`config.mk`:
```
export PLATFORM = sky130hd
export DESIGN_NAME = rtc_set_time_validate_bcd
export DESIGN_NICKNAME = d
export VERILOG_FILES = /design/src/rtsv_pkg.sv /design/src/rtsv_check.sv /design/src/rtc_set_time_validate_bcd.sv
export SDC_FILE = /design/constraint.sdc
export NUM_CORES = 1
export LEC_CHECK = 0
export BUFFER_PORTS_ARGS = -buffer_cell sky130_fd_sc_hd__buf_2
export CAP_MARGIN = 20
export CORE_MARGIN = 4
export CORE_UTILIZATION = 49
export CTS_BUF_LIST = sky130_fd_sc_hd__clkbuf_16
export DETAILED_ROUTE_END_ITERATION = 10
export PLACE_DENSITY_LB_ADDON = 0.3
export SLEW_MARGIN = 20
export SYNTH_ARGS = -nofsm -noshare
export SYNTH_HDL_FRONTEND = slang
export SYNTH_HIERARCHICAL = 1
export SYNTH_SLANG_ARGS = --single-unit
```
`constraint.sdc`:
```
create_clock -name clk -period 12.9 [get_ports clk]
set_input_delay 1.29 -clock clk [delete_from_list [all_inputs] [get_ports clk]]
set_output_delay 1.29 -clock clk [all_outputs]
set_load 0.1 [all_outputs]
```
`src/rtsv_pkg.sv`:
```
// shared types, constants and helper functions for the rtc set-time validator
package rtsv_pkg;

  localparam logic [11:0] YearBase   = 12'd1900;
  localparam logic [11:0] MinYear    = 12'd1970;
  localparam logic [11:0] CentA      = 12'd1900;
  localparam logic [11:0] CentB      = 12'd2100;
  localparam logic [11:0] MaxOffset  = 12'd169;
  localparam logic [11:0] YearWrap   = 12'd100;
  localparam logic [11:0] EpochReset = 12'd1900;
  localparam logic [5:0]  HourLimit  = 6'd24;
  localparam logic [5:0]  MinSecLim  = 6'd60;
  localparam logic [3:0]  MonthCount = 4'd12;
  localparam logic [3:0]  FebIndex   = 4'd1;

  typedef struct packed {
    logic [7:0] year_since_1900;
    logic [3:0] month_index;
    logic [2:0] weekday;
    logic [5:0] day_of_month;
    logic [5:0] hour_in;
    logic [5:0] minute_in;
    logic [5:0] second_in;
  } in_item_t;

  typedef struct packed {
    logic       status;
    logic [6:0] second_bcd;
    logic [6:0] minute_bcd;
    logic [5:0] hour_bcd;
    logic [5:0] date_bcd;
    logic [4:0] month_bcd;
    logic [2:0] weekday_out;
    logic [7:0] year_bcd;
  } res_item_t;

  // two bcd digits for 0..99, quotient by reciprocal multiply
  function automatic logic [7:0] to_bcd(input logic [6:0] v);
    logic [13:0] p;
    logic [3:0]  q;
    logic [6:0]  r;
    p = {7'b0, v} * 14'd103;
    q = p[13:10];
    r = v - {q, 3'b0} - {2'b0, q, 1'b0};
    return {q, r[3:0]};
  endfunction

  // days in month for a zero-based month index, february without leap day
  function automatic logic [4:0] month_len(input logic [3:0] idx);
    logic [4:0] d;
    unique case (idx)
      4'd0, 4'd2, 4'd4, 4'd6, 4'd7, 4'd9, 4'd11: d = 5'd31;
      4'd3, 4'd5, 4'd8, 4'd10:                  d = 5'd30;
      4'd1:                                     d = 5'd28;
      default:                                  d = 5'd0;
    endcase
    return d;
  endfunction

endpackage

```
`src/rtsv_check.sv`:
```
// range checks and bcd packing for one calendar time
module rtsv_check
  import rtsv_pkg::*;
(
  input  in_item_t   item,
  input  logic [11:0] epoch_year,
  output res_item_t  res
);

  logic [11:0] full_year;
  logic [12:0] diff;
  logic [11:0] offset;
  logic [11:0] offset_wrap;
  logic        leap;
  logic [5:0]  limit;
  logic        year_ok;
  logic        month_ok;
  logic        date_ok;
  logic        clock_ok;
  logic        offset_ok;
  logic        ok;

  always_comb begin
    full_year = {4'b0, item.year_since_1900} + YearBase;
    diff      = {1'b0, full_year} - {1'b0, epoch_year};
    offset    = diff[11:0];
    // century years inside the input range: only 2000 is a leap year
    leap      = (full_year[1:0] == 2'b00) && (full_year != CentA) && (full_year != CentB);
    limit     = {1'b0, month_len(item.month_index)} +
                {5'b0, (item.month_index == FebIndex) && leap};
    year_ok   = full_year >= MinYear;
    month_ok  = item.month_index < MonthCount;
    date_ok   = (item.day_of_month != 6'd0) && (item.day_of_month <= limit);
    clock_ok  = (item.hour_in < HourLimit) && (item.minute_in < MinSecLim) &&
                (item.second_in < MinSecLim);
    offset_ok = !diff[12] && (offset <= MaxOffset);
    ok        = year_ok && month_ok && date_ok && clock_ok && offset_ok;
    offset_wrap = (offset >= YearWrap) ? offset - YearWrap : offset;

    res = '0;
    res.status = !ok;
    if (ok) begin
      res.second_bcd  = 7'(to_bcd({1'b0, item.second_in}));
      res.minute_bcd  = 7'(to_bcd({1'b0, item.minute_in}));
      res.hour_bcd    = 6'(to_bcd({1'b0, item.hour_in}));
      res.date_bcd    = 6'(to_bcd({1'b0, item.day_of_month}));
      res.month_bcd   = 5'(to_bcd({3'b0, item.month_index} + 7'd1));
      res.weekday_out = item.weekday;
      res.year_bcd    = to_bcd(offset_wrap[6:0]);
    end
  end

endmodule

```
`src/rtc_set_time_validate_bcd.sv`:
```
// top level: input register, check and pack logic, result register
// throughput: one time record per cycle while out_stall is low, set by the single check-and-pack stage
// the input register keeps taking records while a result waits on out_stall,
// until both registers are full
// reset: synchronous active-low rst_n empties both stages, epoch_year returns to 1900
module rtc_set_time_validate_bcd
  import rtsv_pkg::*;
(
  input  logic        clk,
  input  logic        rst_n,
  input  logic        cfg_we,
  input  logic [11:0] cfg_wdata,
  input  logic        in_valid,
  output logic        in_stall,
  input  logic [7:0]  in_year_since_1900,
  input  logic [3:0]  in_month_index,
  input  logic [2:0]  in_weekday,
  input  logic [5:0]  in_day_of_month,
  input  logic [5:0]  in_hour_in,
  input  logic [5:0]  in_minute_in,
  input  logic [5:0]  in_second_in,
  output logic        out_valid,
  input  logic        out_stall,
  output logic        out_status,
  output logic [6:0]  out_second_bcd,
  output logic [6:0]  out_minute_bcd,
  output logic [5:0]  out_hour_bcd,
  output logic [5:0]  out_date_bcd,
  output logic [4:0]  out_month_bcd,
  output logic [2:0]  out_weekday_out,
  output logic [7:0]  out_year_bcd
);

  logic [11:0] epoch_r;
  in_item_t    s1_item_r;
  logic        s1_valid_r, s1_valid_nxt;
  res_item_t   res_r;
  res_item_t   res_nxt;
  logic        out_valid_r, out_valid_nxt;
  logic        adv_out;
  logic        in_xfer;

  rtsv_check u_check (
    .item       (s1_item_r),
    .epoch_year (epoch_r),
    .res        (res_nxt)
  );

  assign adv_out  = !out_valid_r || !out_stall;
  assign in_stall = s1_valid_r && !adv_out;
  assign in_xfer  = in_valid && !in_stall;

  always_comb begin
    out_valid_nxt = out_valid_r;
    if (adv_out) begin
      out_valid_nxt = s1_valid_r;
    end
    // input stage stays full while its item cannot move on
    s1_valid_nxt = in_xfer || (s1_valid_r && !adv_out);
  end

  always_ff @(posedge clk) begin
    if (!rst_n) begin
      epoch_r     <= EpochReset;
      s1_valid_r  <= 1'b0;
      out_valid_r <= 1'b0;
    end else begin
      if (cfg_we) begin
        epoch_r <= cfg_wdata;
      end
      s1_valid_r  <= s1_valid_nxt;
      out_valid_r <= out_valid_nxt;
    end
  end

  always_ff @(posedge clk) begin
    if (in_xfer) begin
      s1_item_r <= '{year_since_1900: in_year_since_1900, month_index: in_month_index,
                     weekday: in_weekday, day_of_month: in_day_of_month,
                     hour_in: in_hour_in, minute_in: in_minute_in,
                     second_in: in_second_in};
    end
    if (adv_out && s1_valid_r) begin
      res_r <= res_nxt;
    end
  end

  assign out_valid       = out_valid_r;
  assign out_status      = res_r.status;
  assign out_second_bcd  = res_r.second_bcd;
  assign out_minute_bcd  = res_r.minute_bcd;
  assign out_hour_bcd    = res_r.hour_bcd;
  assign out_date_bcd    = res_r.date_bcd;
  assign out_month_bcd   = res_r.month_bcd;
  assign out_weekday_out = res_r.weekday_out;
  assign out_year_bcd    = res_r.year_bcd;

  // a rejected time carries all-zero bytes
  a_reject_zero: assert property (@(posedge clk) disable iff (!rst_n)
    out_valid && out_status |-> out_second_bcd == 7'd0 && out_minute_bcd == 7'd0 &&
      out_hour_bcd == 6'd0 && out_date_bcd == 6'd0 && out_month_bcd == 5'd0 &&
      out_weekday_out == 3'd0 && out_year_bcd == 8'd0)
    else $error("rejected time with nonzero bytes");

  // accepted time has legal bcd digits
  a_bcd_digits: assert property (@(posedge clk) disable iff (!rst_n)
    out_valid && !out_status |-> out_second_bcd[3:0] <= 4'd9 &&
      out_minute_bcd[3:0] <= 4'd9 && out_hour_bcd[3:0] <= 4'd9 &&
      out_date_bcd[3:0] <= 4'd9 && out_year_bcd[3:0] <= 4'd9 &&
      out_year_bcd[7:4] <= 4'd9 && out_month_bcd != 5'd0)
    else $error("illegal bcd digit in accepted time");

  // input side stalls only when both stages are full and the result is held
  a_stall_full: assert property (@(posedge clk) disable iff (!rst_n)
    in_stall |-> s1_valid_r && out_valid && out_stall)
    else $error("input stalled with room in the pipeline");

  // a held result with a full input stage keeps the input stage
  a_hold_s1: assert property (@(posedge clk) disable iff (!rst_n)
    in_stall |=> s1_valid_r && out_valid)
    else $error("pipeline lost an item while stalled");

endmodule
```
==> results of run 1 <==
## worst paths after layout
check                              startpoint         endpoint  slack, ns  depth (start not counted)
worst max-delay path            s1_item_r[33]  out_year_bcd[3]       4.92                         30
worst max register to register  s1_item_r[33]  out_year_bcd[3]       4.92                         30
worst min-delay path               epoch_r[8]       epoch_r[8]       0.48                          2
worst min register to register     epoch_r[8]       epoch_r[8]       0.48                          2
## metal layers
metal	vias up	part of all wire, %	wire (microns)
met5	-	0	0
met4	0	1.5	271
met3	21	4.1	719
met2	132	47	8280
met1	2869	48	8416
li1	3175	-	-
## Yosys cell counts (15+ instances only)
cell      number  area [sq um]
edfxtp_1      82          2462
inv_1        132         495.5
nand2_1       35         131.4
a21oi_1       27         135.1
xor2_1        27         236.5
nor2b_1       20         125.1
mux2i_1       15         150.1
fa_1          40         800.8
nor2_1        62         232.7
xnor2_1       35         306.5
ha_1         200          2502
## kinds of logic after synthesis
kind of cell / Yosys count / share of synthesized area [%]
buf+inv: 141 / 6.061
flops: 96 / 29.92
fa+ha+maj: 241 / 36.15
compound gates: 110 / 9.077
xor+xnor: 68 / 7.125
simple gates: 184 / 10.03
mux: 15 / 1.638
## cell type report
class	count	area share (%)
Multi-Input combinational cell	618	57.38
Timing Repair Buffer	103	5.210
Clock inverter	7	0.9251
Clock buffer	9	2.191
Tap cell	229	2.788
Inverter	132	4.820
Sequential cell	96	26.68
## power by group through the flow
stage | Combinational, mW | Clock [mW] | Sequential [mW]
finish | 1.31 | 0.289 | 0.370
global route | 1.50 | 0.312 | 0.372
CTS | 1.33 | 0.298 | 0.370
detailed placement | 1.31 | 0 | 0.377
global placement | 1.27 | 0 | 0.376
floorplan | 0.993 | 0 | 0.425
## placed cells by master (no fill, tap or decap), drive strengths merged, types with 5 or more instances in the layout
| cell type | synthesis | layout |
|---|---|---|
| xor2 | 29 | 29 |
| fa | 40 | 40 |
| and3 | 6 | 6 |
| ha | 200 | 200 |
| or2 | 9 | 9 |
| buf | 8 | 103 |
| o21ai | 18 | 18 |
| o21a | 11 | 11 |
| xnor2 | 37 | 37 |
| nand3 | 12 | 12 |
| o211ai | 6 | 6 |
| edfxtp | 82 | 82 |
| nand2 | 35 | 35 |
| a211oi | 8 | 8 |
| nor4 | 5 | 5 |
| o31ai | 5 | 5 |
| nand2b | 5 | 5 |
| dfxtp | 14 | 14 |
| mux2i | 15 | 15 |
| nor2 | 62 | 62 |
| nor2b | 21 | 21 |
| a21oi | 29 | 29 |
| inv | 132 | 133 |
| nand4 | 5 | 5 |
| nor3 | 8 | 8 |
| clkbuf | 1 | 9 |
## stage by stage
stage               hold WS [ns]  area [sq um]
global placement          0.4584          9938
finish                    0.4794         10280
CTS                       0.4861         10260
detailed placement        0.4670          9938
floorplan                 0.4410          9166
global route              0.5204         10280
## worst min-delay path, delay by kind of cell (launching register included)
kind             cells  cell delay, ns
flip-flops           1            0.33
AND/OR/NAND/NOR      1            0.06
multiplexers         1            0.06
## registers in the layout, indices dropped and copies added, names as in the netlist
name / count
out_status: 1
s1_item_r: 39
s1_valid_r: 1
out_minute_bcd: 7
epoch_r: 12
out_month_bcd: 5
out_year_bcd: 8
out_weekday_out: 3
out_valid: 1
out_date_bcd: 6
out_hour_bcd: 6
out_second_bcd: 7
==> results.md, run 1 <==
| Result | Value |
|:---|:---|
| Power dissipated by switching net loads | 0.8624 mW |
| Clock buffer count from CTS | 9 |
| Setup fix buffers added after clock tree synthesis | 0 |
| Die width | 144.8 microns |
| Tightest Pin Transition | 0.6055 ns |
| Initial antenna violation count | 0 |
| Clock Pin Slew Worst Setup and Hold Paths | 0.07 ns |
| Crit path buf inv count | 3 |
| Quantity of gates resized following cts | 0 |
| Type of the worst min-delay path | reg -> reg |
| Internal Pwr Total | 1.110 mW |
| Count of buffers inserted at the top-level ports | 100 |
| Maximum operating frequency | 125.3 MHz |
| Post-DRT Antenna Nets | 0 |
| Overall overflow remaining after global route | 0 |
| Met1 Use GR | 23.43% |
| Total instance count after detailed placement | 1177 |
| Average footprint of a synthesized cell | 10.72 sq um |
| Synthesized area | 9166 sq um |
| Hold_buf cts | 0 |
| Clock Latency Late Sink | 0.35 ns |
| Largest net degree at the start of global routing | 44 |
| Clock buffer depth | 2 |
| Dominant cell type by count on the critical path | ha_1 |
| Setup crit end kind | register |
| Setup slack after placement | 4.977 ns |
| Final WS setup | 4.920 ns |
| Sequential share of power | 18.8% |
| Avg Vias per Cell | 5.190 |
| Part of the power in the clock network | 14.6% |
| Global-route wire length before repair | 29.59 mm |
| GR met2 Demand/Resource | 30.12% |
| Final worst path period share | 61.86% |
| Commonest register cell after synthesis | edfxtp_1 |
| Clock sink total | 96 |
| Final core utilization | 56.45% |
| Gr busiest metal | met2 |
| Count of flip-flops with a built-in enable after synthesis | 82 |
| Storage cell area | 2743 sq um |
| Die Area | 20960 sq um |
| Slowest cell on the critical path | fa_1 |
| H-tree depth | 3 |
| Routed via count | 6197 |
| Synthesized Nets | 1151 |
| Part of the power in combinational logic | 66.6% |
| Layout Skew | 0.01130 ns |
| Launching element type of the critical path | register |
| Root cell of the clock tree | clkbuf_16 |
| Vias in the first global route | 6390 |
| Max-cap viol count | 0 |
| Met3 layer usage reported by global route | 3.516% |
| Power density cells | 191.9 nW/um^2 |
| Detailed-route DRC error count | 0 |
| Worst endpoint required time | 12.99 ns |
| Final worst path period need | 7.980 ns |
| TritonCTS clock tree | done |
| Setup violators final | 0 |
| Number of warning messages in the yosys log | 6 |
| Area of the multi-input gates | 5898 sq um |
| Peak fanout along the critical path | 7 |
| Arr. time, crit path | 8.07 ns |
| Maximum vdd drop | 0.2335 mV |
| Distinct cell type count after synthesis | 74 |
| Sequential share of the synthesized area | 29.92% |
| Critical path class | reg -> reg |
| RSZ-0062 raised after global routing | no |
| Number of pins exceeding their max-slew limit in the final report | 0 |
| Async set-or-reset flop fraction in the synthesized netlist | 0% |
| Fillers | 1584 |
| Leakage | 4.989 nW |
| Final TNS setup | 0 ns |
| Post-Synthesis Cells | 855 |
| DRT Pass-1 Iters | 5 |
| Area of the core region | 18210 sq um |
| RD Place Congestion | 0.8856 |
| Max incr delay on CP | 0.53 ns |
| Fraction of power spent switching nets | 43.73% |
| Net count of the finished layout | 1256 |
| Worst slew margin relative to its limit | 59.26% |
| Row cnt | 49 |
| Drt first-iter violations | 239 |
| Total global routing track utilization | 17.76% |
| Register bit count reported by yosys | 96 |
| DRT Wirelength | 17.69 mm |
| Starting density of the core | 50.34% |
| HPWL after detailed placement | 14.45 mm |
| Syn-to-layout area delta | 12.13% |
| Detailed-route wire length per cell | 14.81 microns |
| DIE HEIGHT | 144.8 microns |
| Final number of hold-violating endpoints | 0 |
| Antenna diode count | 0 |
| Largest delay contributor family on the critical path | adder cells |
| Boundary pin count | 101 |
| Result of the run | finished, final reports clean |
| Overall power | 1.972 mW |
| Post-route insts no fill | 1194 |
| Share of final-layout standard cells stronger than drive strength 1 | 15.75% |
Power figures use the tool's default switching activity.
==> inputs of run 2 (changes only) <==
clock period = 7.2 ns   (was 12.9 ns; I/O delays follow)
==> run 2 against run 1 <==
The flow now finishes with violations (setup timing). Combinational power up 130%. First-iteration DRC count rose by 7.9%. Sequential cell count did not move. Non-clock buffer count rose by 59. Clock power grew 48%. Register-to-register slack worse by 5.0 ns. Sequential share of layout area down 1.9 points. Via count rose by 4.0%. Largest power group unchanged.
==> results.md, run 2 (synthesis gave the netlist of run 1 again) <==
| Result | Value |
|:---|:---|
| Area of the core region | 18210 sq um |
| Total instance count after detailed placement | 1217 |
| RSZ-0062 raised after global routing | yes |
| Final worst path period share | 101.3% |
| Max FFs per register | 39 |
| Root cell of the clock tree | clkbuf_16 |
| Tightest Pin Transition | 0.6122 ns |
| Largest net degree at the start of global routing | 44 |
| Die width | 144.8 microns |
| Critical register-to-register path endpoint | out_year_bcd[3] |
| Layout Skew | 0.01180 ns |
| Boundary pin count | 101 |
| Setup slack after placement | -0.1202 ns |
| Share of final-layout standard cells stronger than drive strength 1 | 24.22% |
| Net count of the finished layout | 1315 |
| Part of the power in combinational logic | 73.4% |
| Critical path class | reg -> reg |
| Global-route wire length before repair | 29.90 mm |
| Avg Vias per Cell | 5.145 |
| Max-cap viol count | 0 |
| HPWL after detailed placement | 14.57 mm |
| H-tree depth | 3 |
| Starting density of the core | 50.34% |
| Drt first-iter violations | 258 |
| Final worst path period need | 7.292 ns |
| Power dissipated by switching net loads | 1.769 mW |
| Max incr delay on CP | 0.55 ns |
| Reg2Reg Launch Point | s1_item_r[34] |
| Syn-to-layout area delta | 20.63% |
| Sequential share of power | 16.2% |
| Clock Latency Late Sink | 0.35 ns |
| Final WS setup | -0.09172 ns |
| Initial antenna violation count | 0 |
| Post-route insts no fill | 1253 |
| Register-to-Register Path Depth | 30 |
| Clock buffer depth | 2 |
| DIE HEIGHT | 144.8 microns |
| Slowest cell on the critical path | fa_2 |
| Count of buffers inserted at the top-level ports | 100 |
| End of the critical path | out_year_bcd[3] |
| Maximum operating frequency | 137.1 MHz |
| Commonest cells after routing, fill and taps aside | 187 x ha_1, 130 x inv_1, 100 x buf_2 |
| Largest registers ranked by flip-flop count | s1_item_r (39), epoch_r (12), out_year_bcd (8) |
| Die Area | 20960 sq um |
| Clock buffer count from CTS | 9 |
| Detailed-route wire length per cell | 15.13 microns |
| Number of pins exceeding their max-slew limit in the final report | 0 |
| Final number of hold-violating endpoints | 0 |
| Part of the power in the clock network | 10.5% |
| Type of the worst min-delay path | reg -> reg |
| Worst setup path startpoint | s1_item_r[34] |
| Power density cells | 369.8 nW/um^2 |
| Setup crit end kind | register |
| Clock sink total | 96 |
| Vias in the first global route | 6397 |
| Post-DRT Antenna Nets | 0 |
| DRT Pass-1 Iters | 7 |
| Routed via count | 6447 |
| Reg with most FFs | s1_item_r |
| Fraction of power spent switching nets | 43.26% |
| DRT Wirelength | 18.96 mm |
| Row cnt | 49 |
| Leakage | 5.288 nW |
| Total global routing track utilization | 17.81% |
| Clock Pin Slew Worst Setup and Hold Paths | 0.07 ns |
| Arr. time, crit path | 7.38 ns |
| Maximum vdd drop | 0.3394 mV |
| Peak fanout along the critical path | 5 |
| Violated checks | setup timing |
| TritonCTS clock tree | done |
| Antenna diode count | 0 |
| Most frequent standard cell in the layout excluding fill and tap cells | ha_1 |
| Worst slew margin relative to its limit | 59.19% |
| Worst endpoint required time | 7.28 ns |
| Overall overflow remaining after global route | 0 |
| Result of the run | finished with violations |
| Fillers | 1480 |
| Internal Pwr Total | 2.320 mW |
| Launching element type of the critical path | register |
| Setup violators final | 1 |
| RD Place Congestion | 0.8754 |
| Detailed-route DRC error count | 0 |
| Reg2Reg Setup Slack | -0.09 ns |
==> run 2: cell type report <==
cell class	instances	area, sq um	share of cell area [%]
tap	229	286.5	2.591
multi-input combinational	618	6296	56.94
clock inverter	7	32.53	0.2942
timing repair buffer	162	978.4	8.849
inverter	132	495.5	4.481
sequential	96	2743	24.80
clock buffer	9	225.2	2.037
==> run 2: per-stage QoR <==
stage / TNS [ns] / utilization (%) / instance area, sq um / total power [mW] / hold WS [ns]
floorplan: 0 / - / 9178 / 2.558 / 0.4410
global placement: 0 / 56.29 / 10250 / 3.012 / 0.4559
detailed placement: -0.1202 / 56.29 / 10250 / 3.082 / 0.4664
CTS: 0 / 58.06 / 10570 / 3.580 / 0.4859
global route: -0.4495 / 60.72 / 11060 / 4.492 / 0.5289
finish: -0.09172 / 60.72 / 11060 / 4.089 / 0.4797
==> run 2: worst min path at each step <==
stage | start | to | cells after the start | slack, ns
floorplan | epoch_r[2] | epoch_r[2] | 2 | 0.44
global placement | epoch_r[2] | epoch_r[2] | 2 | 0.46
detailed placement | epoch_r[2] | epoch_r[2] | 2 | 0.47
CTS | epoch_r[2] | epoch_r[2] | 2 | 0.49
global route | in_day_of_month[1] | s1_item_r[19] | 1 | 0.53
finish | epoch_r[9] | epoch_r[9] | 2 | 0.48
==> run 2: worst max-delay path, delay by kind of cell (launching register included) <==
kind / cells / cell delay, ns
fa+ha+maj: 8 / 2.60
compound gates: 8 / 1.65
simple gates: 5 / 1.09
xor+xnor: 5 / 0.76
flops: 1 / 0.41
mux: 1 / 0.31
buf+inv: 3 / 0.20
==> run 2: power by group through the flow <==
stage                     sequential [mW]  combinational, mW  clock, mW
after floorplan                     0.762               1.80          0
after global placement              0.672               2.34          0
after detailed placement            0.673               2.41          0
after CTS                           0.661               2.48      0.439
after global routing                0.665               3.36      0.463
final                               0.660               3.00      0.428
==> run 2: what timing repair did <==
item,in CTS,in global routing
gates cloned,0,0
setup endpoints to repair,1,1
buffers inserted,4,16
gates resized for setup,6,50
hold buffers,0,0
pin swaps,4,46
==> run 2: metal layers <==
| layer | global-route usage, % | vias up | routed length [microns] |
|---|---|---|---|
| met5 | 0 | - | 0 |
| met4 | 4.124 | 0 | 251 |
| met3 | 3.221 | 26 | 756 |
| met2 | 29.78 | 128 | 9005 |
| met1 | 24.16 | 3014 | 8944 |
| li1 | - | 3279 | - |
